### src/rtl/core/clg_pkg.sv
`default_nettype none
package clg_pkg;

  localparam int MAX_SIDE      = 64;
  localparam int COORD_W       = $clog2(MAX_SIDE);
  localparam int SIDE_W        = 7;
  localparam int GRID_DEPTH    = MAX_SIDE * MAX_SIDE;
  localparam int GRID_AW       = 2 * COORD_W;
  localparam int MAX_PARTICLES = 1024;
  localparam int PID_W         = $clog2(MAX_PARTICLES);
  localparam int CNT_W         = $clog2(MAX_PARTICLES + 1);
  localparam int POS_W         = 2 * COORD_W;
  localparam int CODE_W        = 3;
  localparam int DISP_W        = 32;
  localparam int REQ_W         = 2;
  localparam int DIR_W         = 2;
  localparam int STEP_W        = 3;
  localparam int CFG_AW        = 3;
  localparam int CFG_DW        = 32;

  localparam logic [SIDE_W-1:0] SIDE_MIN   = 7'd7;
  localparam logic [SIDE_W-1:0] SIDE_MAX   = SIDE_W'(MAX_SIDE);
  localparam logic [SIDE_W-1:0] SIDE_RESET = 7'd50;

  localparam logic [CFG_AW-3:0] REG_SIDE = 1'b0;

  localparam logic [CODE_W-1:0] CODE_EMPTY    = 3'd0;
  localparam logic [CODE_W-1:0] CODE_P_CENTER = 3'd2;
  localparam logic [CODE_W-1:0] CODE_P_ARM    = 3'd3;
  localparam logic [CODE_W-1:0] CODE_T_CENTER = 3'd5;
  localparam logic [CODE_W-1:0] CODE_T_ARM    = 3'd6;

  localparam logic [REQ_W-1:0] REQ_PLACE = 2'd0;
  localparam logic [REQ_W-1:0] REQ_MOVE  = 2'd1;
  localparam logic [REQ_W-1:0] REQ_CLEAR = 2'd2;

  localparam logic [DIR_W-1:0] DIR_CPLUS  = 2'd0;
  localparam logic [DIR_W-1:0] DIR_RMINUS = 2'd1;
  localparam logic [DIR_W-1:0] DIR_CMINUS = 2'd2;
  localparam logic [DIR_W-1:0] DIR_RPLUS  = 2'd3;

  localparam logic [STEP_W-1:0] PROBE_LAST = 3'd5;
  localparam logic [STEP_W-1:0] PLACE_LAST = 3'd4;
  localparam logic [STEP_W-1:0] MOVE_LAST  = 3'd7;

  typedef struct packed {
    logic signed [2:0] dr;
    logic signed [2:0] dc;
  } ofs_t;

  typedef struct packed {
    logic [REQ_W-1:0]   req_type;
    logic [COORD_W-1:0] place_row;
    logic [COORD_W-1:0] place_col;
    logic [PID_W-1:0]   particle_id;
    logic [DIR_W-1:0]   direction;
  } item_t;

  typedef struct packed {
    logic                     accepted;
    logic [PID_W-1:0]         placed_index;
    logic signed [DISP_W-1:0] disp_x;
    logic signed [DISP_W-1:0] disp_y;
  } result_t;

  typedef struct packed {
    logic               we;
    logic [GRID_AW-1:0] addr;
    logic [CODE_W-1:0]  wdata;
  } grid_req_t;

  typedef struct packed {
    logic             we;
    logic [PID_W-1:0] addr;
    logic [POS_W-1:0] wdata;
  } pos_req_t;

  function automatic ofs_t fwd(input logic [DIR_W-1:0] dir);
    ofs_t f;
    f = '0;
    case (dir)
      DIR_CPLUS:  f.dc = 3'sd1;
      DIR_RMINUS: f.dr = -3'sd1;
      DIR_CMINUS: f.dc = -3'sd1;
      DIR_RPLUS:  f.dr = 3'sd1;
      default:    f = '0;
    endcase
    return f;
  endfunction

  // offsets from the base cell: place footprint, or the five cells ahead of a move
  function automatic ofs_t probe_ofs(input logic is_move, input logic [DIR_W-1:0] dir,
                                     input logic [STEP_W-1:0] k);
    ofs_t f;
    ofs_t o;
    logic signed [2:0] fr, fc, sr, sc;
    f  = fwd(dir);
    fr = f.dr;
    fc = f.dc;
    sr = fc;
    sc = fr;
    o  = '0;
    if (is_move) begin
      case (k)
        3'd0: begin o.dr = fr + fr + fr; o.dc = fc + fc + fc; end
        3'd1: begin o.dr = fr + fr + sr; o.dc = fc + fc + sc; end
        3'd2: begin o.dr = fr + fr - sr; o.dc = fc + fc - sc; end
        3'd3: begin o.dr = fr + sr + sr; o.dc = fc + sc + sc; end
        3'd4: begin o.dr = fr - sr - sr; o.dc = fc - sc - sc; end
        default: o = '0;
      endcase
    end else begin
      case (k)
        3'd1: o.dr = 3'sd1;
        3'd2: o.dr = -3'sd1;
        3'd3: o.dc = 3'sd1;
        3'd4: o.dc = -3'sd1;
        default: o = '0;
      endcase
    end
    return o;
  endfunction

  // move writes: new center, front arm, side arms, old center, then the cleared cells
  function automatic ofs_t write_ofs(input logic is_move, input logic [DIR_W-1:0] dir,
                                     input logic [STEP_W-1:0] k);
    ofs_t f;
    ofs_t o;
    logic signed [2:0] fr, fc, sr, sc;
    f  = fwd(dir);
    fr = f.dr;
    fc = f.dc;
    sr = fc;
    sc = fr;
    o  = '0;
    if (is_move) begin
      case (k)
        3'd0: begin o.dr = fr;      o.dc = fc;      end
        3'd1: begin o.dr = fr + fr; o.dc = fc + fc; end
        3'd2: begin o.dr = fr + sr; o.dc = fc + sc; end
        3'd3: begin o.dr = fr - sr; o.dc = fc - sc; end
        3'd4: o = '0;
        3'd5: begin o.dr = sr;      o.dc = sc;      end
        3'd6: begin o.dr = -sr;     o.dc = -sc;     end
        3'd7: begin o.dr = -fr;     o.dc = -fc;     end
        default: o = '0;
      endcase
    end else begin
      o = probe_ofs(1'b0, dir, k);
    end
    return o;
  endfunction

  function automatic logic [COORD_W-1:0] wrap_coord(input logic [COORD_W-1:0] v,
                                                    input logic signed [2:0] d,
                                                    input logic [SIDE_W-1:0] side);
    logic signed [SIDE_W+1:0] s;
    logic signed [SIDE_W+1:0] l;
    l = $signed({2'b00, side});
    s = $signed({3'b000, v}) + (SIDE_W+2)'(d);
    if (s < 0) begin
      s = s + l;
    end else if (s >= l) begin
      s = s - l;
    end
    return s[COORD_W-1:0];
  endfunction

endpackage
`default_nettype wire

### src/rtl/core/clg_cfg.sv
`default_nettype none
module clg_cfg (
  input  wire logic                           clk,
  input  wire logic                           rst_n,
  input  wire logic                           psel,
  input  wire logic                           penable,
  input  wire logic                           pwrite,
  input  wire logic [clg_pkg::CFG_AW-1:0]     paddr,
  input  wire logic [clg_pkg::CFG_DW-1:0]     pwdata,
  output logic      [clg_pkg::CFG_DW-1:0]     prdata,
  output logic                                pready,
  output logic      [clg_pkg::SIDE_W-1:0]     side_use
);

  logic [clg_pkg::SIDE_W-1:0] side_r;
  logic [clg_pkg::SIDE_W-1:0] side_nxt;
  logic                       sel_side;

  assign pready   = 1'b1;
  assign sel_side = (paddr[clg_pkg::CFG_AW-1:2] == clg_pkg::REG_SIDE);

  always_comb begin
    side_nxt = side_r;
    if (psel && penable && pwrite && pready && sel_side) begin
      side_nxt = pwdata[clg_pkg::SIDE_W-1:0];
    end
  end

  always_ff @(posedge clk) begin
    if (!rst_n) begin
      side_r <= clg_pkg::SIDE_RESET;
    end else begin
      side_r <= side_nxt;
    end
  end

  assign prdata = sel_side ? clg_pkg::CFG_DW'(side_r) : '0;

  always_comb begin
    if (side_r < clg_pkg::SIDE_MIN) begin
      side_use = clg_pkg::SIDE_MIN;
    end else if (side_r > clg_pkg::SIDE_MAX) begin
      side_use = clg_pkg::SIDE_MAX;
    end else begin
      side_use = side_r;
    end
  end

endmodule
`default_nettype wire

### config.mk
export PLATFORM = sky130hd
export DESIGN_NAME = clg_cfg
export DESIGN_NICKNAME = d
export VERILOG_FILES = /design/src/rtl/core/clg_pkg.sv /design/src/rtl/core/clg_cfg.sv
export SDC_FILE = /design/constraint.sdc
export NUM_CORES = 1
export LEC_CHECK = 0
export BUFFER_PORTS_ARGS = -buffer_cell sky130_fd_sc_hd__buf_2
export CAP_MARGIN = 10
export CORE_MARGIN = 2
export CORE_UTILIZATION = 33
export CTS_CLUSTER_DIAMETER = 50
export DETAILED_ROUTE_END_ITERATION = 16
export GPL_TIMING_DRIVEN = 0
export PLACE_DENSITY = 0.84
export SETUP_SLACK_MARGIN = 0.15
export SYNTH_ARGS = -nofsm -noshare
export SYNTH_HDL_FRONTEND = slang
export SYNTH_SLANG_ARGS = --single-unit
### constraint.sdc
create_clock -name clk -period 1.4 [get_ports clk]
set_input_delay 0.07 -clock clk [delete_from_list [all_inputs] [get_ports clk]]
set_output_delay 0.07 -clock clk [all_outputs]
set_load 0.05 [all_outputs]
==> After elaboration in Yosys (flattened, before gate mapping) <==
Cells that the tools add are included.
{ "word_totals": {"latch_bits": 0, "ff_bits": 7, "n_memories": 0, "elab_cells": 10, "ramBits": 0, "romBits": 0, "inputBits": 40} }
{ "op_classes": {"muxes": 3, "eq_ne": 0, "reduce_logical": 3, "n_addsub": 0, "shift": 0, "magnitude_cmp": 2, "bitwise": 1, "n_mul": 0, "div_mod_pow": 0} }
{ "op_table": {"columns": ["op", "n"], "rows": [
  ["$mux 7", 3],
  ["$gt 7x7->1 const B", 1],
  ["$lt 7x3->1 const B", 1],
  ["$logic_and 1x1->1", 3],
  ["$not 1->1", 1]
]} }

==> Depth between registers and ports, before layout <==
{ "logic_depth": {"word_depth": 3, "mapped_depth": 3} }

==> Least setup slack after synthesis <==
No wires, ideal clock.
{ "synth_timing": {"path_type": "register to output", "start": "reg side_r[3] in the netlist's numbering", "end": "out side_use[0] in the netlist's numbering", "path_stages_with_launch": 3, "required_time_ps": 1330, "setup_slack_ps": -171, "t_arrival_ps": 1501, "path_buffers": 0, "path_cell_list": "dfxtp_1 -> or3_1 -> a21oi_1"} }
{ "synth_between": {"elab_chain_len": 3, "word_cells_on_any_way": 4, "cone_classes": "2 x order compare; 2 x mux"} }
{ "synth_lines": {"columns": ["element", "line_no", "rtl"], "rows": [
  ["start, declared", "clg_cfg.sv:15", "logic [clg_pkg::SIDE_W-1:0] side_r;"],
  ["start signal, assigned", "clg_cfg.sv:31", "side_r <= clg_pkg::SIDE_RESET;"],
  ["start signal, assigned", "clg_cfg.sv:33", "side_r <= side_nxt;"],
  ["$gt 7x7->1", "clg_cfg.sv:42", "end else if (side_r > clg_pkg::SIDE_MAX) begin"],
  ["$mux 7", "clg_cfg.sv:42", null],
  ["$mux 7 (*)", "clg_cfg.sv:40", "if (side_r < clg_pkg::SIDE_MIN) begin"],
  ["end, declared", "clg_cfg.sv:12", "output logic [clg_pkg::SIDE_W-1:0] side_use"]
]} }
Every way passes the cells marked *; elsewhere a longest branch is shown, timed or not.

==> Final worst setup path <==
{ "layout_timing": {"start": "reg side_r[5] in the netlist's numbering", "end": "out side_use[1] in the netlist's numbering"} }
Same word-level chain as after synthesis.

==> impl_metrics.tcl <==
set metrics [dict create \
    largest_reg_flops 7 \
    cts.sink_count 7 \
    cp_max_fo 3 \
    postPlaceCellArea_um2 870 \
    top_regs "side_r: 7 flops" \
    cp_top_family "simple AND/OR/NAND/NOR gates" \
    ir_worst_vdd_v 0.000309 \
    powerDensity_nw_per_um2 785 \
    die_w_um 46.9 \
    hold_class "in2reg" \
    fin_area_um2 938 \
    wl_met2_um 699 \
    hold_buffers 0 \
    worstRegToRegCells 3 \
    crit_path_end "side_use[1]" \
    ios 80 \
    p_leak_nw 0.524 \
    syn_to_final_growth_pct 54.6 \
    status "finished, final reports clean" \
    wl_met1_um 443 \
    critPathLaunch "side_r[5]" \
    final_antenna_net_count 0 \
    synth_compound_area_frac 0.0247 \
    crit_slowest_cell "or3_4" \
    holdCritStartpoint "pwdata[6]" \
    synthCells 77 \
    firstDrtPassIters 4 \
    skew_ns 0 \
    io_buffers 26 \
    viasPerCell 3.63 \
    clk_pin_slew_ns 0.06 \
    fin_nets 174 \
    fmax_mhz 719 \
    grt_pass1_wl_mm 1.60 \
    arrival_ns 1.32 \
    post-place-cells 152 \
    grt_usage 0.111 \
    htreeDepth 1 \
    dp_hpwl_mm 1.05 \
    final_core_util 0.543 \
    fin_crit_sh 0.994 \
    drv_slew 0 \
    max_cap_violations 0 \
    syn_avg_cell_area_um2 7.88 \
    period_minus_slack_ns 1.39 \
    first_iter_violations 8 \
    synth_fa_ha_area_frac 0 \
    grt_max_degree 11 \
    cts_tree "done" \
    yosys_warnings 0 \
    crit_path_end_kind "output pin" \
    power_uw 737 \
    fill_cells 178 \
    wl_mm 1.28 \
    post_drt_wl_per_cell_um 8.11 \
    drive_gt1_frac 0.519 \
    hold_viol 0 \
    clk_latency_ns 0.26 \
    ff2ff_setup_slack_ns 0.67 \
    critPathBufInv 1 \
    grt_overflow_total 0 \
    fp.dieH_um 46.9 \
    via_count 573 \
    place.gp.congestion 0.578 \
    worstPathCellList "or3_4 > a21oi_2 > buf_6" \
    wl_met3_um 121 \
    setup_violations 0 \
    numCtsBuffers 3 \
    yosysUniqueCellTypes 14 \
    core_um2 1730 \
    synth_area_um2 607 \
    required_ns 1.33 \
    whs_ns 0.0535 \
    reg2reg_from "side_r[5]" \
    synthMuxAreaShare 0.115 \
    synth-seq-cells 7 \
    cp_num_cells 3 \
    routed.top_layer "met4" \
    crit_path_max_incr_delay_ns 0.41 \
    grt_pass1_vias 409 \
    fin_setup_tns_ns 0 \
    synth-xor-area-share 0 \
    fin_cells 158 \
    worst-setup-path-type "reg2out" \
    cp-start-kind "flop" \
    regMostFlops "side_r" \
    r2r_end "side_r[5]" \
    route.detailed.drc 0 \
    rsz0062_at_grt "yes" \
    initial_core_util 0.351 \
    pre_cts_ws_ns 0.115 \
    synthSimpleGateAreaFrac 0.245 \
    clock-root-buffer "clkbuf_4" \
    setup_ws_ns 0.00905 \
    seq_area_frac_synth 0.231 \
    synth_top_family_by_area "buffers and inverters" \
    fp-row-count 15 \
    antenna_found_initial 0 \
    die_area_um2 2200 \
    antennaDiodeCount 0 \
    cts_buffer_depth 2 \
]
-- how the worst min path moves through the flow --
| stage | endpoint | cells after the start |
|---|---|---|
| 2_1_floorplan | side_r[0] | 2 |
| 3_3_place_gp | side_r[6] | 3 |
| 3_5_place_dp | side_r[6] | 3 |
| 4_1_cts | side_r[6] | 3 |
| 5_1_grt | side_r[6] | 3 |
| 6_report | side_r[6] | 3 |
-- worst register-to-register path: stages (launching register included) --
cell and delay, ns:
dfxtp_2 0.32, buf_4 0.13, nor2b_1 0.10, mux2i_1 0.07
-- power by group --
group / internal (mW) / switching [mW] / leakage (nW)
registers: 0.204 / 0.00371 / 0.0563
logic: 0.0933 / 0.237 / 0.452
clock network: 0.110 / 0.0895 / 0.0150
-- layout make-up --
type	count	area [µm²]	share of cell area
Clock buffer	4	26.3	0.0280
Sequential cell	7	144	0.153
Inverter	3	11.3	0.0120
Tap cell	25	31.3	0.0333
Buffer	29	214	0.228
Timing Repair Buffer	28	164	0.175
Multi-Input combinational cell	62	348	0.371
-- placed cells by master (no fill, tap or decap), drive strengths merged --
| master | n |
|---|---|
| dfxtp | 7 |
| clkbuf | 6 |
| nand2 | 8 |
| inv | 3 |
| mux2i | 7 |
| a21oi | 3 |
| and4b | 1 |
| or3 | 1 |
| nor2 | 3 |
| buf | 55 |
| nor2b | 9 |
| and2b | 4 |
| conb | 26 |
-- layer usage --
metal | global-route usage | up-vias
li1 | - | 295
met1 | 0.0880 | 248
met2 | 0.211 | 28
met3 | 0.0462 | 2
met4 | 0.0833 | 0
met5 | 0 | -
-- kinds of logic after synthesis --
family	after synthesis
other	2
buffers and inverters	32
AO/OA/AOI/OAI	3
flip-flops	7
multiplexers	7
AND/OR/NAND/NOR	26
-- Yosys cell counts --
| cell | number | area share |
|---|---|---|
| nand2_1 | 8 | 0.049 |
| buf_6 | 1 | 0.019 |
| a21oi_1 | 3 | 0.025 |
| clkbuf_1 | 2 | 0.012 |
| and2b_2 | 4 | 0.058 |
| and4b_1 | 1 | 0.016 |
| or3_1 | 1 | 0.010 |
| nor2_1 | 3 | 0.019 |
| dfxtp_1 | 7 | 0.23 |
| inv_1 | 3 | 0.019 |
| mux2i_1 | 7 | 0.12 |
| nor2b_1 | 9 | 0.093 |
| buf_4 | 26 | 0.32 |
| conb_1 | 2 | 0.012 |
-- repair_timing --
item,in CTS,in global routing
endpoints found under the setup margin,4,3
resized for setup,10,0
buffers inserted,2,0
pin swaps,4,0
Power figures use the tool's default switching activity.
