<file path="config.mk">
export PLATFORM = sky130hd
export DESIGN_NAME = clg_seq
export DESIGN_NICKNAME = d
export VERILOG_FILES = /design/src/rtl/core/clg_pkg.sv /design/src/rtl/core/clg_seq.sv
export SDC_FILE = /design/constraint.sdc
export NUM_CORES = 1
export LEC_CHECK = 0
export BUFFER_PORTS_ARGS = -buffer_cell sky130_fd_sc_hd__clkbuf_2
export CAP_MARGIN = 20
export CORE_AREA = 5 5 208 129
export DETAILED_ROUTE_END_ITERATION = 6
export DIE_AREA = 0 0 213 134
export MAX_ROUTING_LAYER = met4
export PLACE_DENSITY = 0.92
export SYNTH_ARGS = -nofsm -noshare
export SYNTH_HDL_FRONTEND = slang
export SYNTH_SLANG_ARGS = --single-unit
</file>
<file path="constraint.sdc">
create_clock -name clk -period 6.6 [get_ports clk]
set_input_delay 0 -clock clk [delete_from_list [all_inputs] [get_ports clk]]
set_output_delay 0 -clock clk [all_outputs]
set_load 0.05 [all_outputs]
</file>
<file path="src/rtl/core/clg_pkg.sv">
`default_nettype none
package clg_pkg;

  localparam int MAX_SIDE      = 64;
  localparam int COORD_W       = $clog2(MAX_SIDE);
  localparam int SIDE_W        = 7;
  localparam int GRID_DEPTH    = MAX_SIDE * MAX_SIDE;
  localparam int GRID_AW       = 2 * COORD_W;
  localparam int MAX_PARTICLES = 1024;
  localparam int PID_W         = $clog2(MAX_PARTICLES);
  localparam int CNT_W         = $clog2(MAX_PARTICLES + 1);
  localparam int POS_W         = 2 * COORD_W;
  localparam int CODE_W        = 3;
  localparam int DISP_W        = 32;
  localparam int REQ_W         = 2;
  localparam int DIR_W         = 2;
  localparam int STEP_W        = 3;
  localparam int CFG_AW        = 3;
  localparam int CFG_DW        = 32;

  localparam logic [SIDE_W-1:0] SIDE_MIN   = 7'd7;
  localparam logic [SIDE_W-1:0] SIDE_MAX   = SIDE_W'(MAX_SIDE);
  localparam logic [SIDE_W-1:0] SIDE_RESET = 7'd50;

  localparam logic [CFG_AW-3:0] REG_SIDE = 1'b0;

  localparam logic [CODE_W-1:0] CODE_EMPTY    = 3'd0;
  localparam logic [CODE_W-1:0] CODE_P_CENTER = 3'd2;
  localparam logic [CODE_W-1:0] CODE_P_ARM    = 3'd3;
  localparam logic [CODE_W-1:0] CODE_T_CENTER = 3'd5;
  localparam logic [CODE_W-1:0] CODE_T_ARM    = 3'd6;

  localparam logic [REQ_W-1:0] REQ_PLACE = 2'd0;
  localparam logic [REQ_W-1:0] REQ_MOVE  = 2'd1;
  localparam logic [REQ_W-1:0] REQ_CLEAR = 2'd2;

  localparam logic [DIR_W-1:0] DIR_CPLUS  = 2'd0;
  localparam logic [DIR_W-1:0] DIR_RMINUS = 2'd1;
  localparam logic [DIR_W-1:0] DIR_CMINUS = 2'd2;
  localparam logic [DIR_W-1:0] DIR_RPLUS  = 2'd3;

  localparam logic [STEP_W-1:0] PROBE_LAST = 3'd5;
  localparam logic [STEP_W-1:0] PLACE_LAST = 3'd4;
  localparam logic [STEP_W-1:0] MOVE_LAST  = 3'd7;

  typedef struct packed {
    logic signed [2:0] dr;
    logic signed [2:0] dc;
  } ofs_t;

  typedef struct packed {
    logic [REQ_W-1:0]   req_type;
    logic [COORD_W-1:0] place_row;
    logic [COORD_W-1:0] place_col;
    logic [PID_W-1:0]   particle_id;
    logic [DIR_W-1:0]   direction;
  } item_t;

  typedef struct packed {
    logic                     accepted;
    logic [PID_W-1:0]         placed_index;
    logic signed [DISP_W-1:0] disp_x;
    logic signed [DISP_W-1:0] disp_y;
  } result_t;

  typedef struct packed {
    logic               we;
    logic [GRID_AW-1:0] addr;
    logic [CODE_W-1:0]  wdata;
  } grid_req_t;

  typedef struct packed {
    logic             we;
    logic [PID_W-1:0] addr;
    logic [POS_W-1:0] wdata;
  } pos_req_t;

  function automatic ofs_t fwd(input logic [DIR_W-1:0] dir);
    ofs_t f;
    f = '0;
    case (dir)
      DIR_CPLUS:  f.dc = 3'sd1;
      DIR_RMINUS: f.dr = -3'sd1;
      DIR_CMINUS: f.dc = -3'sd1;
      DIR_RPLUS:  f.dr = 3'sd1;
      default:    f = '0;
    endcase
    return f;
  endfunction

  // offsets from the base cell: place footprint, or the five cells ahead of a move
  function automatic ofs_t probe_ofs(input logic is_move, input logic [DIR_W-1:0] dir,
                                     input logic [STEP_W-1:0] k);
    ofs_t f;
    ofs_t o;
    logic signed [2:0] fr, fc, sr, sc;
    f  = fwd(dir);
    fr = f.dr;
    fc = f.dc;
    sr = fc;
    sc = fr;
    o  = '0;
    if (is_move) begin
      case (k)
        3'd0: begin o.dr = fr + fr + fr; o.dc = fc + fc + fc; end
        3'd1: begin o.dr = fr + fr + sr; o.dc = fc + fc + sc; end
        3'd2: begin o.dr = fr + fr - sr; o.dc = fc + fc - sc; end
        3'd3: begin o.dr = fr + sr + sr; o.dc = fc + sc + sc; end
        3'd4: begin o.dr = fr - sr - sr; o.dc = fc - sc - sc; end
        default: o = '0;
      endcase
    end else begin
      case (k)
        3'd1: o.dr = 3'sd1;
        3'd2: o.dr = -3'sd1;
        3'd3: o.dc = 3'sd1;
        3'd4: o.dc = -3'sd1;
        default: o = '0;
      endcase
    end
    return o;
  endfunction

  // move writes: new center, front arm, side arms, old center, then the cleared cells
  function automatic ofs_t write_ofs(input logic is_move, input logic [DIR_W-1:0] dir,
                                     input logic [STEP_W-1:0] k);
    ofs_t f;
    ofs_t o;
    logic signed [2:0] fr, fc, sr, sc;
    f  = fwd(dir);
    fr = f.dr;
    fc = f.dc;
    sr = fc;
    sc = fr;
    o  = '0;
    if (is_move) begin
      case (k)
        3'd0: begin o.dr = fr;      o.dc = fc;      end
        3'd1: begin o.dr = fr + fr; o.dc = fc + fc; end
        3'd2: begin o.dr = fr + sr; o.dc = fc + sc; end
        3'd3: begin o.dr = fr - sr; o.dc = fc - sc; end
        3'd4: o = '0;
        3'd5: begin o.dr = sr;      o.dc = sc;      end
        3'd6: begin o.dr = -sr;     o.dc = -sc;     end
        3'd7: begin o.dr = -fr;     o.dc = -fc;     end
        default: o = '0;
      endcase
    end else begin
      o = probe_ofs(1'b0, dir, k);
    end
    return o;
  endfunction

  function automatic logic [COORD_W-1:0] wrap_coord(input logic [COORD_W-1:0] v,
                                                    input logic signed [2:0] d,
                                                    input logic [SIDE_W-1:0] side);
    logic signed [SIDE_W+1:0] s;
    logic signed [SIDE_W+1:0] l;
    l = $signed({2'b00, side});
    s = $signed({3'b000, v}) + (SIDE_W+2)'(d);
    if (s < 0) begin
      s = s + l;
    end else if (s >= l) begin
      s = s - l;
    end
    return s[COORD_W-1:0];
  endfunction

endpackage
`default_nettype wire

</file>
<file path="src/rtl/core/clg_seq.sv">
`default_nettype none
module clg_seq (
  input  wire logic                        clk,
  input  wire logic                        rst_n,
  input  wire logic [clg_pkg::SIDE_W-1:0]  side,
  input  wire logic                        in_valid,
  output logic                             in_ready,
  input  wire clg_pkg::item_t              in_item,
  output logic                             out_valid,
  input  wire logic                        out_ready,
  output clg_pkg::result_t                 out_res,
  output clg_pkg::grid_req_t               grid_req,
  input  wire logic [clg_pkg::CODE_W-1:0]  grid_rdata,
  output clg_pkg::pos_req_t                pos_req,
  input  wire logic [clg_pkg::POS_W-1:0]   pos_rdata
);

  typedef enum logic [7:0] {
    S_CLR   = 8'b0000_0001,
    S_IDLE  = 8'b0000_0010,
    S_POS   = 8'b0000_0100,
    S_RED   = 8'b0000_1000,
    S_CEN   = 8'b0001_0000,
    S_PROBE = 8'b0010_0000,
    S_WRITE = 8'b0100_0000,
    S_DONE  = 8'b1000_0000
  } state_t;

  state_t                             state_r, state_nxt;
  logic [clg_pkg::GRID_AW-1:0]        clr_addr_r, clr_addr_nxt;
  logic                               is_move_r, is_move_nxt;
  logic [clg_pkg::DIR_W-1:0]          dir_r, dir_nxt;
  logic [clg_pkg::PID_W-1:0]          id_r, id_nxt;
  logic [clg_pkg::COORD_W-1:0]        row_r, row_nxt;
  logic [clg_pkg::COORD_W-1:0]        col_r, col_nxt;
  logic [clg_pkg::CODE_W-1:0]         cen_r, cen_nxt;
  logic [clg_pkg::STEP_W-1:0]         k_r, k_nxt;
  logic                               blk_r, blk_nxt;
  logic                               ok_r, ok_nxt;
  logic [clg_pkg::PID_W-1:0]          idx_r, idx_nxt;
  logic [clg_pkg::CNT_W-1:0]          count_r, count_nxt;
  logic signed [clg_pkg::DISP_W-1:0]  dx_r, dx_nxt;
  logic signed [clg_pkg::DISP_W-1:0]  dy_r, dy_nxt;
  logic                               out_valid_r, out_valid_nxt;
  clg_pkg::result_t                   out_r, out_nxt;

  clg_pkg::ofs_t                      ofs;
  clg_pkg::ofs_t                      f;
  logic [clg_pkg::COORD_W-1:0]        cell_row, cell_col;
  logic                               tracer;
  logic                               blocked;
  logic                               blk_acc;
  logic                               row_big, col_big;
  logic                               last_wr;
  logic [clg_pkg::CODE_W-1:0]         arm_code;
  logic [clg_pkg::CODE_W-1:0]         wr_code;

  assign in_ready  = (state_r == S_IDLE);
  assign out_valid = out_valid_r;
  assign out_res   = out_r;

  assign f        = clg_pkg::fwd(dir_r);
  assign ofs      = (state_r == S_WRITE) ? clg_pkg::write_ofs(is_move_r, dir_r, k_r)
                                         : clg_pkg::probe_ofs(is_move_r, dir_r, k_r);
  assign cell_row = clg_pkg::wrap_coord(row_r, ofs.dr, side);
  assign cell_col = clg_pkg::wrap_coord(col_r, ofs.dc, side);
  assign tracer   = (cen_r == clg_pkg::CODE_T_CENTER);
  assign arm_code = tracer ? clg_pkg::CODE_T_ARM : clg_pkg::CODE_P_ARM;
  assign row_big  = ({1'b0, row_r} >= side);
  assign col_big  = ({1'b0, col_r} >= side);
  assign last_wr  = is_move_r ? (k_r == clg_pkg::MOVE_LAST) : (k_r == clg_pkg::PLACE_LAST);
  assign blk_acc  = blk_r | ((k_r != '0) && blocked);

  always_comb begin
    if (is_move_r) begin
      blocked = (grid_rdata == clg_pkg::CODE_P_CENTER) ||
                (!tracer && (grid_rdata == clg_pkg::CODE_T_CENTER));
    end else begin
      blocked = (grid_rdata != clg_pkg::CODE_EMPTY);
    end
  end

  always_comb begin
    if (k_r == '0) begin
      wr_code = cen_r;
    end else if (is_move_r && (k_r > 3'd4)) begin
      wr_code = clg_pkg::CODE_EMPTY;
    end else begin
      wr_code = arm_code;
    end
  end

  always_comb begin
    state_nxt     = state_r;
    clr_addr_nxt  = clr_addr_r;
    is_move_nxt   = is_move_r;
    dir_nxt       = dir_r;
    id_nxt        = id_r;
    row_nxt       = row_r;
    col_nxt       = col_r;
    cen_nxt       = cen_r;
    k_nxt         = k_r;
    blk_nxt       = blk_r;
    ok_nxt        = ok_r;
    idx_nxt       = idx_r;
    count_nxt     = count_r;
    dx_nxt        = dx_r;
    dy_nxt        = dy_r;
    out_valid_nxt = out_valid_r;
    out_nxt       = out_r;
    grid_req      = '0;
    pos_req       = '0;

    if (out_valid_r && out_ready) begin
      out_valid_nxt = 1'b0;
    end

    case (state_r)
      S_CLR: begin
        grid_req.we    = 1'b1;
        grid_req.addr  = clr_addr_r;
        grid_req.wdata = clg_pkg::CODE_EMPTY;
        clr_addr_nxt   = clr_addr_r + 1'b1;
        if (clr_addr_r == '1) begin
          state_nxt = S_IDLE;
        end
      end
      S_IDLE: begin
        pos_req.addr = in_item.particle_id;
        if (in_valid) begin
          dir_nxt = in_item.direction;
          id_nxt  = in_item.particle_id;
          row_nxt = in_item.place_row;
          col_nxt = in_item.place_col;
          k_nxt   = '0;
          blk_nxt = 1'b0;
          ok_nxt  = 1'b0;
          idx_nxt = '0;
          case (in_item.req_type)
            clg_pkg::REQ_PLACE: begin
              is_move_nxt = 1'b0;
              cen_nxt     = (count_r == '0) ? clg_pkg::CODE_T_CENTER : clg_pkg::CODE_P_CENTER;
              state_nxt   = (count_r == clg_pkg::CNT_W'(clg_pkg::MAX_PARTICLES)) ? S_DONE
                                                                                  : S_RED;
            end
            clg_pkg::REQ_MOVE: begin
              is_move_nxt = 1'b1;
              state_nxt   = ({1'b0, in_item.particle_id} >= count_r) ? S_DONE : S_POS;
            end
            clg_pkg::REQ_CLEAR: begin
              dx_nxt    = '0;
              dy_nxt    = '0;
              state_nxt = S_DONE;
            end
            default: begin
              state_nxt = S_DONE;
            end
          endcase
        end
      end
      S_POS: begin
        row_nxt   = pos_rdata[clg_pkg::POS_W-1:clg_pkg::COORD_W];
        col_nxt   = pos_rdata[clg_pkg::COORD_W-1:0];
        state_nxt = S_RED;
      end
      S_RED: begin
        // iterative mod by the side, one subtract per cycle
        grid_req.addr = {row_r, col_r};
        if (row_big) begin
          row_nxt = clg_pkg::COORD_W'({1'b0, row_r} - side);
        end
        if (col_big) begin
          col_nxt = clg_pkg::COORD_W'({1'b0, col_r} - side);
        end
        if (!row_big && !col_big) begin
          k_nxt     = '0;
          blk_nxt   = 1'b0;
          state_nxt = is_move_r ? S_CEN : S_PROBE;
        end
      end
      S_CEN: begin
        cen_nxt = grid_rdata;
        if ((grid_rdata == clg_pkg::CODE_P_CENTER) || (grid_rdata == clg_pkg::CODE_T_CENTER)) begin
          state_nxt = S_PROBE;
        end else begin
          state_nxt = S_DONE;
        end
      end
      S_PROBE: begin
        // read issued for step k, data checked for step k-1
        grid_req.addr = {cell_row, cell_col};
        blk_nxt       = blk_acc;
        k_nxt         = k_r + 1'b1;
        if (k_r == clg_pkg::PROBE_LAST) begin
          k_nxt     = '0;
          state_nxt = blk_acc ? S_DONE : S_WRITE;
        end
      end
      S_WRITE: begin
        grid_req.we    = 1'b1;
        grid_req.addr  = {cell_row, cell_col};
        grid_req.wdata = wr_code;
        if (k_r == '0) begin
          pos_req.we    = 1'b1;
          pos_req.addr  = is_move_r ? id_r : count_r[clg_pkg::PID_W-1:0];
          pos_req.wdata = {cell_row, cell_col};
        end
        k_nxt = k_r + 1'b1;
        if (last_wr) begin
          ok_nxt    = 1'b1;
          state_nxt = S_DONE;
          if (!is_move_r) begin
            idx_nxt   = count_r[clg_pkg::PID_W-1:0];
            count_nxt = count_r + 1'b1;
          end else if (tracer) begin
            dx_nxt = dx_r + clg_pkg::DISP_W'(f.dc);
            dy_nxt = dy_r - clg_pkg::DISP_W'(f.dr);
          end
        end
      end
      S_DONE: begin
        if (!out_valid_r || out_ready) begin
          out_valid_nxt        = 1'b1;
          out_nxt.accepted     = ok_r;
          out_nxt.placed_index = idx_r;
          out_nxt.disp_x       = dx_r;
          out_nxt.disp_y       = dy_r;
          state_nxt            = S_IDLE;
        end
      end
      default: begin
        state_nxt = S_IDLE;
      end
    endcase
  end

  always_ff @(posedge clk) begin
    if (!rst_n) begin
      state_r     <= S_CLR;
      clr_addr_r  <= '0;
      count_r     <= '0;
      dx_r        <= '0;
      dy_r        <= '0;
      out_valid_r <= 1'b0;
    end else begin
      state_r     <= state_nxt;
      clr_addr_r  <= clr_addr_nxt;
      count_r     <= count_nxt;
      dx_r        <= dx_nxt;
      dy_r        <= dy_nxt;
      out_valid_r <= out_valid_nxt;
    end
  end

  always_ff @(posedge clk) begin
    is_move_r <= is_move_nxt;
    dir_r     <= dir_nxt;
    id_r      <= id_nxt;
    row_r     <= row_nxt;
    col_r     <= col_nxt;
    cen_r     <= cen_nxt;
    k_r       <= k_nxt;
    blk_r     <= blk_nxt;
    ok_r      <= ok_nxt;
    idx_r     <= idx_nxt;
    out_r     <= out_nxt;
  end

endmodule
`default_nettype wire

</file>
======== Yosys cells after proc, flatten, opt, wreduce, memory -nomap -nowiden ========
Cells that the tools add are included.
word-level totals
  flip-flop bits (word level) ............. 214
  input port bits ......................... 52
  word-level logic and storage cells ...... 213
operators by class
  add/sub/neg operators ................... 30
  $lt $le $gt $ge ......................... 8
  equal/unequal tests ..................... 38
  multiplexer cells ....................... 76
  bitwise gates (word level) .............. 2
  reductions and logical operators ........ 39
operators with widths
  cell                                          number
  2-to-1 mux 32 bit                             8
  case mux 32 bit (2 select lines)              2
  2-to-1 mux 8 bit                              10
  2-to-1 mux 6 bit                              12
  case mux 8 bit (8 select lines)               1
  case mux 6 bit (8 select lines)               1
  2-to-1 mux 10 bit                             4
  case mux 10 bit (2 select lines)              2
  case mux 12 bit (3 select lines)              1
  case mux 6 bit (3 select lines)               2
  adder 32 x 3 -> 32 bit                        1
  subtractor 32 x 3 -> 32 bit                   1
  2-to-1 mux 3 bit                              10
  case mux 3 bit (2 select lines)               5
  case mux 6 bit (5 select lines)               1
  adder 3 bit                                   9
  AND reduction 3 bit                           8
  subtractor 6 bit                              4
  2-to-1 mux 23 bit                             1
  inequality test 2 bit, second input constant  11
  equality test 3 bit, second input constant    6
  subtractor 3 bit                              6
  adder 7 x 3 -> 8 bit                          2
  greater-or-equal comparator 8 bit             2
  other kinds (45)                              83

======== Longest topological paths before layout ========
Gate-level depths: netlist (run 1).
  word-level depth ........................ 13
  depth in mapped cells ................... 30
  gate-level depth less buffers ........... 28

======== Least setup slack after synthesis (run 1) ========
No wires, ideal clock.
  kind .................................... register to output
  start ................................... register dir_r[0] (netlist bit)
  end ..................................... output pos_req[8] (netlist bit)
  arrival ................................. 6758 ps
  required time ........................... 6600 ps
  setup slack ............................. -158 ps
  cell stages (with the launch flop) ...... 23
  buffers on the path ..................... 2
  cells stage by stage .................... edfxtp_1 -> inv_1 -> ha_1 -> clkbuf_1 -> xor2_1 -> ha_1 -> mux2_2 -> a22oi_1 -> nand2_1 -> a21oi_1 -> o221ai_1 -> nor2b_1 -> inv_1 -> fa_1 -> fa_1 -> nor2b_1 -> o21ai_0 -> a31oi_1 -> nor2_1 -> o21ai_0 -> clkbuf_1 -> nor3b_1 -> nor4_1
RTL lines
  item                      RTL line        RTL
  start: declaration        clg_seq.sv:32   logic [clg_pkg::DIR_W-1:0] dir_r, dir_nxt;
  start signal: assignment  clg_seq.sv:257  dir_r <= dir_nxt;
  end: declaration          clg_seq.sv:14   output clg_pkg::pos_req_t pos_req,

==> flow_summary_export.csv, run 1 <==
group,metric,value,unit
yosys,ys_types,89,
timing,setup_slack,0.253,ns
placed_design,gp_congestion,0.974,
global_route,grt_max_degree,56,
critical_path,slowest_stage,"fa_1",
routing,ant_nets,0,
yosys,ys_top_cells_by_area,"edfxtp_1, dfxtp_1, ha_1",
routing,avgRoutedWirePerCell,20.2,µm
timing,fin_crit_sh,96.2,%
timing,finClkSkew,0.0240,ns
global_route,gr-total-overflow,0,
timing,max_clock_freq,158,MHz
routing,drtIter0Drc,1536,
routing,vias,13300,
routing,remaining_drc_errors,0,
critical_path,cp_cell_sequence,"inv_1 -> ha_1 -> or2_2 -> ha_2 -> o21ai_0 -> ha_1 -> mux2_2 -> a22oi_1 -> a31o_2 -> a31oi_1 -> fa_1 -> inv_1 -> fa_1 -> nor2b_1 -> o21ai_1 -> a31oi_1 -> o211ai_1 -> nand2_2 -> buf_4 -> nor2_1 -> a21oi_1 -> a21oi_1 -> o21ai_0 -> clkbuf_2",
placed_design,hpwl,30800,µm
layout,synthToLayoutAreaGrowth,16.8,%
clocking,worstSkewPairLatency,0.53,ns
critical_path,worst_setup_path_start_kind,"flop",
critical_path,slowest_delay,0.69,ns
floorplanning,die_w,213,µm
global_route,grtUsageTotal,29.8,%
layout,drive_above_1_share,15.6,%
placed_design,io_buffers,167,
yosys,syn_inst,1583,
power,peakVddDrop,0.175,mV
yosys,yosysTopAreaCell,"edfxtp_1",
critical_path,endpoint_kind,"output port",
floorplanning,die_y,134,µm
yosys,synthTopCellsByCount,"nor2_1, ha_1, nand2_1",
yosys,ys_ff_latch,214,
clocking,cts_tree,"built",
yosys,synthArstFlopShare,0,%
yosys,synthesis.nets,1789,
yosys,syn_avg_cell_area,9.19,µm²
routing,via_per_inst,6.25,
timing,finalHoldViolCount,0,
hold_path,hp-class,"input port to flop",
global_route,grt_pass1_vias,12500,
floorplanning,pin_count,168,
yosys,synth_area,14500,µm²
floorplanning,die_area,28500,µm²
yosys,synth_edf_count,118,
global_route,grt_antenna_before_repair,2,
floorplanning,fp-row-count,45,
critical_path,worstSetupPathType,"flop to output port",
critical_path,cp.required,6.60,ns
timing,setup-tns-final,0,ns
timing,worstMarginPinSlew,1.05,ns
timing,finalSetupViolCount,0,
power,power_density,244,nW/µm²
routing,drt_wl_total,43100,µm
power,p_leak,7.62,nW
floorplanning,core_area,24800,µm²
layout,layout.nets,1994,
clocking,h-tree-depth,1,
yosys,yosys.area.top_type_share,24.4,%
yosys,synth_most_common_cell,"nor2_1",
timing,maxSlewViolCount,0,
placed_design,dpl.cell_count,2039,
layout,final.fill_count,1827,
run_status,outcome,"completed",
clocking,clk_pin_slew,0.07,ns
floorplanning,start_util,58.6,%
power,p_total,4.14,mW
global_route,grt_pass1_wl,66900,µm
yosys,synthFlopType,"edfxtp_1",
timing,timing.final.crit_period,6.35,ns
placed_design,pre_cts_ws,0.516,ns
layout,final_cell_count_no_fill,2133,
routing,drt-pass1-iter-count,6,
yosys,synth-seq-area-share,37.6,%
timing,maxSlewHeadroom,29.7,%
clocking,numClockSinks,214,
critical_path,cp_max_fo,12,
clocking,cts_buffer_depth,3,
critical_path,cp.arrival,6.35,ns
job,cap_viol_max_count,0,
yosys,yosysWarnings,0,
clocking,cts_root_buf,"clkbuf_16",
timing,worst_hold_slack,0.169,ns
clocking,cts_made_buffers,21,
-- registers in the layout, summed over array words and instances, names as in the netlist, 8 cells and up --
signal      flops
dx_r           32
dy_r           32
out_res        75
count_r        11
state_r         8
id_r           10
clr_addr_r     12
idx_r          10
-- final cells by class --
| class | instances | area, µm² | area share, % |
|---|---|---|---|
| multi-input combinational | 1235 | 8600 | 50.6 |
| sequential | 214 | 5470 | 32.2 |
| timing repair buffer | 244 | 1570 | 9.23 |
| clock buffer | 24 | 547 | 3.22 |
| tap | 329 | 412 | 2.42 |
| inverter | 72 | 270 | 1.59 |
| clock inverter | 13 | 121 | 0.714 |
| antenna | 2 | 5.00 | 0.0295 |
-- cells in the final DEF (no fill, tap or decap), types with 8 or more instances in the layout --
cell type,instances
clkbuf_2,160
o211ai_1,9
nor2_1,173
nor3_1,22
and2_1,9
nand3_1,33
inv_1,70
xor2_1,38
dlygate4sd3_1,45
buf_4,32
and3_1,9
or3_1,9
nand4_1,19
o21a_1,11
fa_1,9
o21bai_1,14
o21ai_0,106
a22oi_1,41
mux2i_1,22
xnor2_1,59
a31oi_1,14
edfxtp_1,118
nor2b_1,22
clkbuf_16,21
ha_1,141
nand2b_1,14
nand2_1,134
a21oi_1,116
a21o_1,48
dfxtp_1,96
a211oi_1,8
-- stage by stage --
step | area [µm²] | util [%]
global route | 17000 | 68.4
global placement | 15700 | 63.4
detailed placement | 15800 | 63.4
CTS | 16900 | 68.0
finish | 17000 | 68.4
floorplan | 14600 | -
-- worst max-delay path: cells and delay by family (launching register included) --
| family | cells | cell delay, ns |
|---|---|---|
| adder cells (fa/ha/maj) | 5 | 2.06 |
| AO/OA/AOI/OAI | 10 | 1.55 |
| AND/OR/NAND/NOR | 4 | 0.78 |
| buffers and inverters | 4 | 0.75 |
| flip-flops | 1 | 0.43 |
| multiplexers | 1 | 0.27 |
-- where the power goes --
group          switching [mW]  internal [mW]
Clock                   0.550          0.648
Combinational           0.902          0.548
Sequential             0.0525           1.44
-- logic make-up after synthesis --
| logic type | Yosys count | synth area share, % |
|---|---|---|
| adders and majority gates | 154 | 13.8 |
| DFF | 214 | 37.6 |
| xor gates and xnor gates | 102 | 6.51 |
| buffers and inverters | 134 | 3.68 |
| muxes | 31 | 2.24 |
| AOI/OAI and AO/OA | 452 | 20.1 |
| and+or+nand+nor | 496 | 16.1 |
-- metal layers --
layer  vias to the layer above  global-route usage [%]  routed length [µm]
met4                         0                    7.60                1230
met5                         -                       -                   0
li1                       6186                       -                   -
met1                      6262                    42.2               18700
met3                       127                    7.85                5040
met2                       748                    42.9               18100
-- worst paths after layout --
check                 from     endpoint  slack (ns)  depth (start not counted)
setup / recovery  dir_r[1]  grid_req[4]        0.25                         24
hold / removal     side[6]   state_r[3]        0.17                          4
setup reg to reg  dir_r[1]     dy_r[30]        2.07                         14
hold reg to reg   idx_r[2]  out_res[66]        0.42                          0
-- what timing repair did --
item / 4_1_cts / 5_1_grt
hold buffers: 45 / 0
endpoints found under the hold margin: 36 / 0
resized for setup: 1 / 18
endpoints found under the setup margin: 3 / 24
setup buffers: 0 / 9
pin swaps: 0 / 2
Power figures use the tool's default switching activity.
==> inputs of run 2 (changes only) <==
==> constraint.sdc (replaced) <==
create_clock -name clk -period 6.6 [get_ports clk]
set_input_delay 0 -clock clk [delete_from_list [all_inputs] [get_ports clk]]
set_output_delay 0 -clock clk [all_outputs]
set_load 0.01 [all_outputs]
==> run 2 against run 1 <==
Against the previous run: total power is 2.6% lower; clock power hardly changed; register-to-register slack hardly changed; sequential cell count stayed put; sequential share of layout area is 0.14 points higher; count of clock-buffer cells in the layout is 8 higher; largest cell class unchanged; highest routed layer unchanged.
==> flow_summary_export.csv, run 2 (same netlist as run 1, synthesis figures left out) <==
group,metric,value,unit
run_status,outcome,"completed",
global_route,grt_max_degree,76,
floorplanning,die_y,134,µm
floorplanning,pin_count,168,
global_route,grt_pass1_wl,67800,µm
critical_path,cp_cell_sequence,"buf_4 -> ha_1 -> or2_2 -> ha_2 -> o21ai_0 -> ha_1 -> a21oi_1 -> xnor3_1 -> a221oi_1 -> a211oi_4 -> ha_1 -> xor2_1 -> ha_1 -> nor2b_1 -> o21ai_0 -> a31oi_1 -> o211ai_1 -> nand2_1 -> nor3b_1 -> o21ai_0 -> nand3b_1 -> o21ai_1 -> clkbuf_2",
critical_path,cp.arrival,6.27,ns
placed_design,hpwl,30700,µm
layout,final_cell_area,16900,µm²
critical_path,cp.required,6.60,ns
routing,ant_nets,0,
power,power_density,238,nW/µm²
layout,layout_commonest_cell,"nor2_1",
critical_path,slowest_stage,"a221oi_1",
timing,maxSlewViolCount,0,
placed_design,gp_congestion,1.06,
clocking,h-tree-depth,1,
critical_path,r2r_slack,2.07,ns
clocking,clk_pin_slew,0.06,ns
critical_path,worstReg2RegEnd,"dy_r[30]",
floorplanning,die_area,28500,µm²
layout,synthToLayoutAreaGrowth,16.3,%
layout,final_cell_count_no_fill,2129,
layout,layout.nets,1990,
timing,max_clock_freq,160,MHz
global_route,grtUsageMet1,42.3,%
power,p_leak,7.61,nW
placed_design,dpl.cell_count,2034,
clocking,worstSkewPairLatency,0.52,ns
timing,worstMarginPinSlew,1.09,ns
global_route,grt_pass1_vias,12900,
critical_path,worstSetupPathType,"flop to output port",
routing,via_per_inst,6.36,
routing,remaining_drc_errors,0,
hold_path,whs_endpoint,"col_r[5]",
layout,largest_reg_flops,75,
layout,final.fill_count,1842,
global_route,gr-total-overflow,0,
hold_path,hp-class,"input port to flop",
global_route,grt_antenna_before_repair,1,
hold_path,hp-start,"side[6]",
floorplanning,start_util,58.6,%
job,cap_viol_max_count,0,
routing,avgRoutedWirePerCell,20.5,µm
timing,timing.final.crit_period,6.27,ns
global_route,use_met2,43.2,%
timing,setup_slack,0.334,ns
timing,fin_crit_sh,94.9,%
critical_path,path_delay_family,"compound AO/OA/AOI/OAI gates",
critical_path,cp_max_fo,14,
global_route,grtUsageTotal,30.2,%
power,p_total,4.03,mW
floorplanning,fp-row-count,45,
timing,finClkSkew,0.0242,ns
floorplanning,die_w,213,µm
routing,vias,13500,
critical_path,critPathMostFrequentCell,"ha_1",
clocking,cts_made_buffers,21,
layout,drive_above_1_share,15.0,%
critical_path,worst_setup_path_start_kind,"flop",
timing,finalSetupViolCount,0,
hold_path,hold_depth,4,
placed_design,post_dp_cell_area,15700,µm²
routing,drt-pass1-iter-count,6,
critical_path,slowest_delay,0.47,ns
timing,finalHoldViolCount,0,
power,peakVddDrop,0.170,mV
routing,drtIter0Drc,1459,
global_route,grt.busiest_layer,"met2",
critical_path,rr_worst_depth,15,
critical_path,path_buf_inv,2,
clocking,cts_buffer_depth,3,
clocking,numClockSinks,214,
clocking,cts_tree,"built",
routing,drt_wl_total,43600,µm
timing,maxSlewHeadroom,27.6,%
placed_design,pre_cts_ws,0.749,ns
clocking,cts_root_buf,"clkbuf_16",
global_route,globalRouteMet3Util,8.46,%
timing,setup-tns-final,0,ns
floorplanning,core_area,24800,µm²
critical_path,reg2reg_from,"dir_r[0]",
critical_path,endpoint_kind,"output port",
placed_design,io_buffers,167,
layout,final_cell_mix,"nor2_1, clkbuf_2, ha_1, nand2_1, edfxtp_1",
run 2: layer usage:
metal	wire [µm]	part of all wire [%]
met2	18300	42
met1	18700	43
met3	5230	12
met4	1450	3.3
met5	0	0
run 2: through the flow:
| step | hold slack, ns | utilization (%) |
|---|---|---|
| final | 0.183 | 68.1 |
| after global routing | 0.173 | 68.1 |
| after CTS | 0.0857 | 67.7 |
| after detailed placement | 0.182 | 63.1 |
| after global placement | 0.181 | 63.1 |
| after floorplan | 0.0989 | - |
run 2: layout make-up:
| cell class | count | area, µm² | area share, % |
|---|---|---|---|
| Clock buffer | 32 | 628 | 3.71 |
| Inverter | 72 | 270 | 1.60 |
| Clock inverter | 6 | 58.8 | 0.348 |
| Tap cell | 329 | 412 | 2.43 |
| Sequential cell | 214 | 5470 | 32.3 |
| Multi-Input combinational cell | 1235 | 8590 | 50.8 |
| Antenna cell | 1 | 2.50 | 0.0148 |
| Timing Repair Buffer | 240 | 1490 | 8.83 |
run 2: how the worst max path moves through the flow:
stage / startpoint / to / slack, ns / cells after the start
after floorplan: dir_r[0] / pos_req[8] / 0.94 / 22
after global placement: dir_r[0] / grid_req[12] / 0.98 / 27
after detailed placement: dir_r[1] / grid_req[12] / 0.75 / 26
after CTS: dir_r[1] / grid_req[12] / 0.18 / 26
after global routing: dir_r[1] / grid_req[5] / -0.005 / 23
final: dir_r[1] / grid_req[6] / 0.33 / 23
run 2: worst register-to-register path, stage by stage (launching register included):
cell       delay (ns)
edfxtp_1         0.39
buf_4            0.17
buf_4            0.14
ha_1             0.33
inv_1            0.20
buf_4            0.40
ha_1             0.37
a21o_1           0.21
a21oi_1          0.24
o21ai_0          0.21
o2111ai_1        0.17
nand2_1          0.18
a211o_1          0.36
a2111oi_0        0.63
nor2_1           0.13
mux2_2           0.29
run 2: where the power goes:
| part | switching (mW) | internal [mW] |
|---|---|---|
| logic | 0.807 | 0.527 |
| clock network | 0.508 | 0.697 |
| registers | 0.0538 | 1.44 |
| total | 1.37 | 2.66 |
run 2: what timing repair did:
item / in CTS / in global routing
buffers inserted: 0 / 8
hold buffers: 45 / 0
resized for setup: 0 / 7
endpoints found under the hold margin: 39 / 0
setup endpoints to repair: 0 / 24
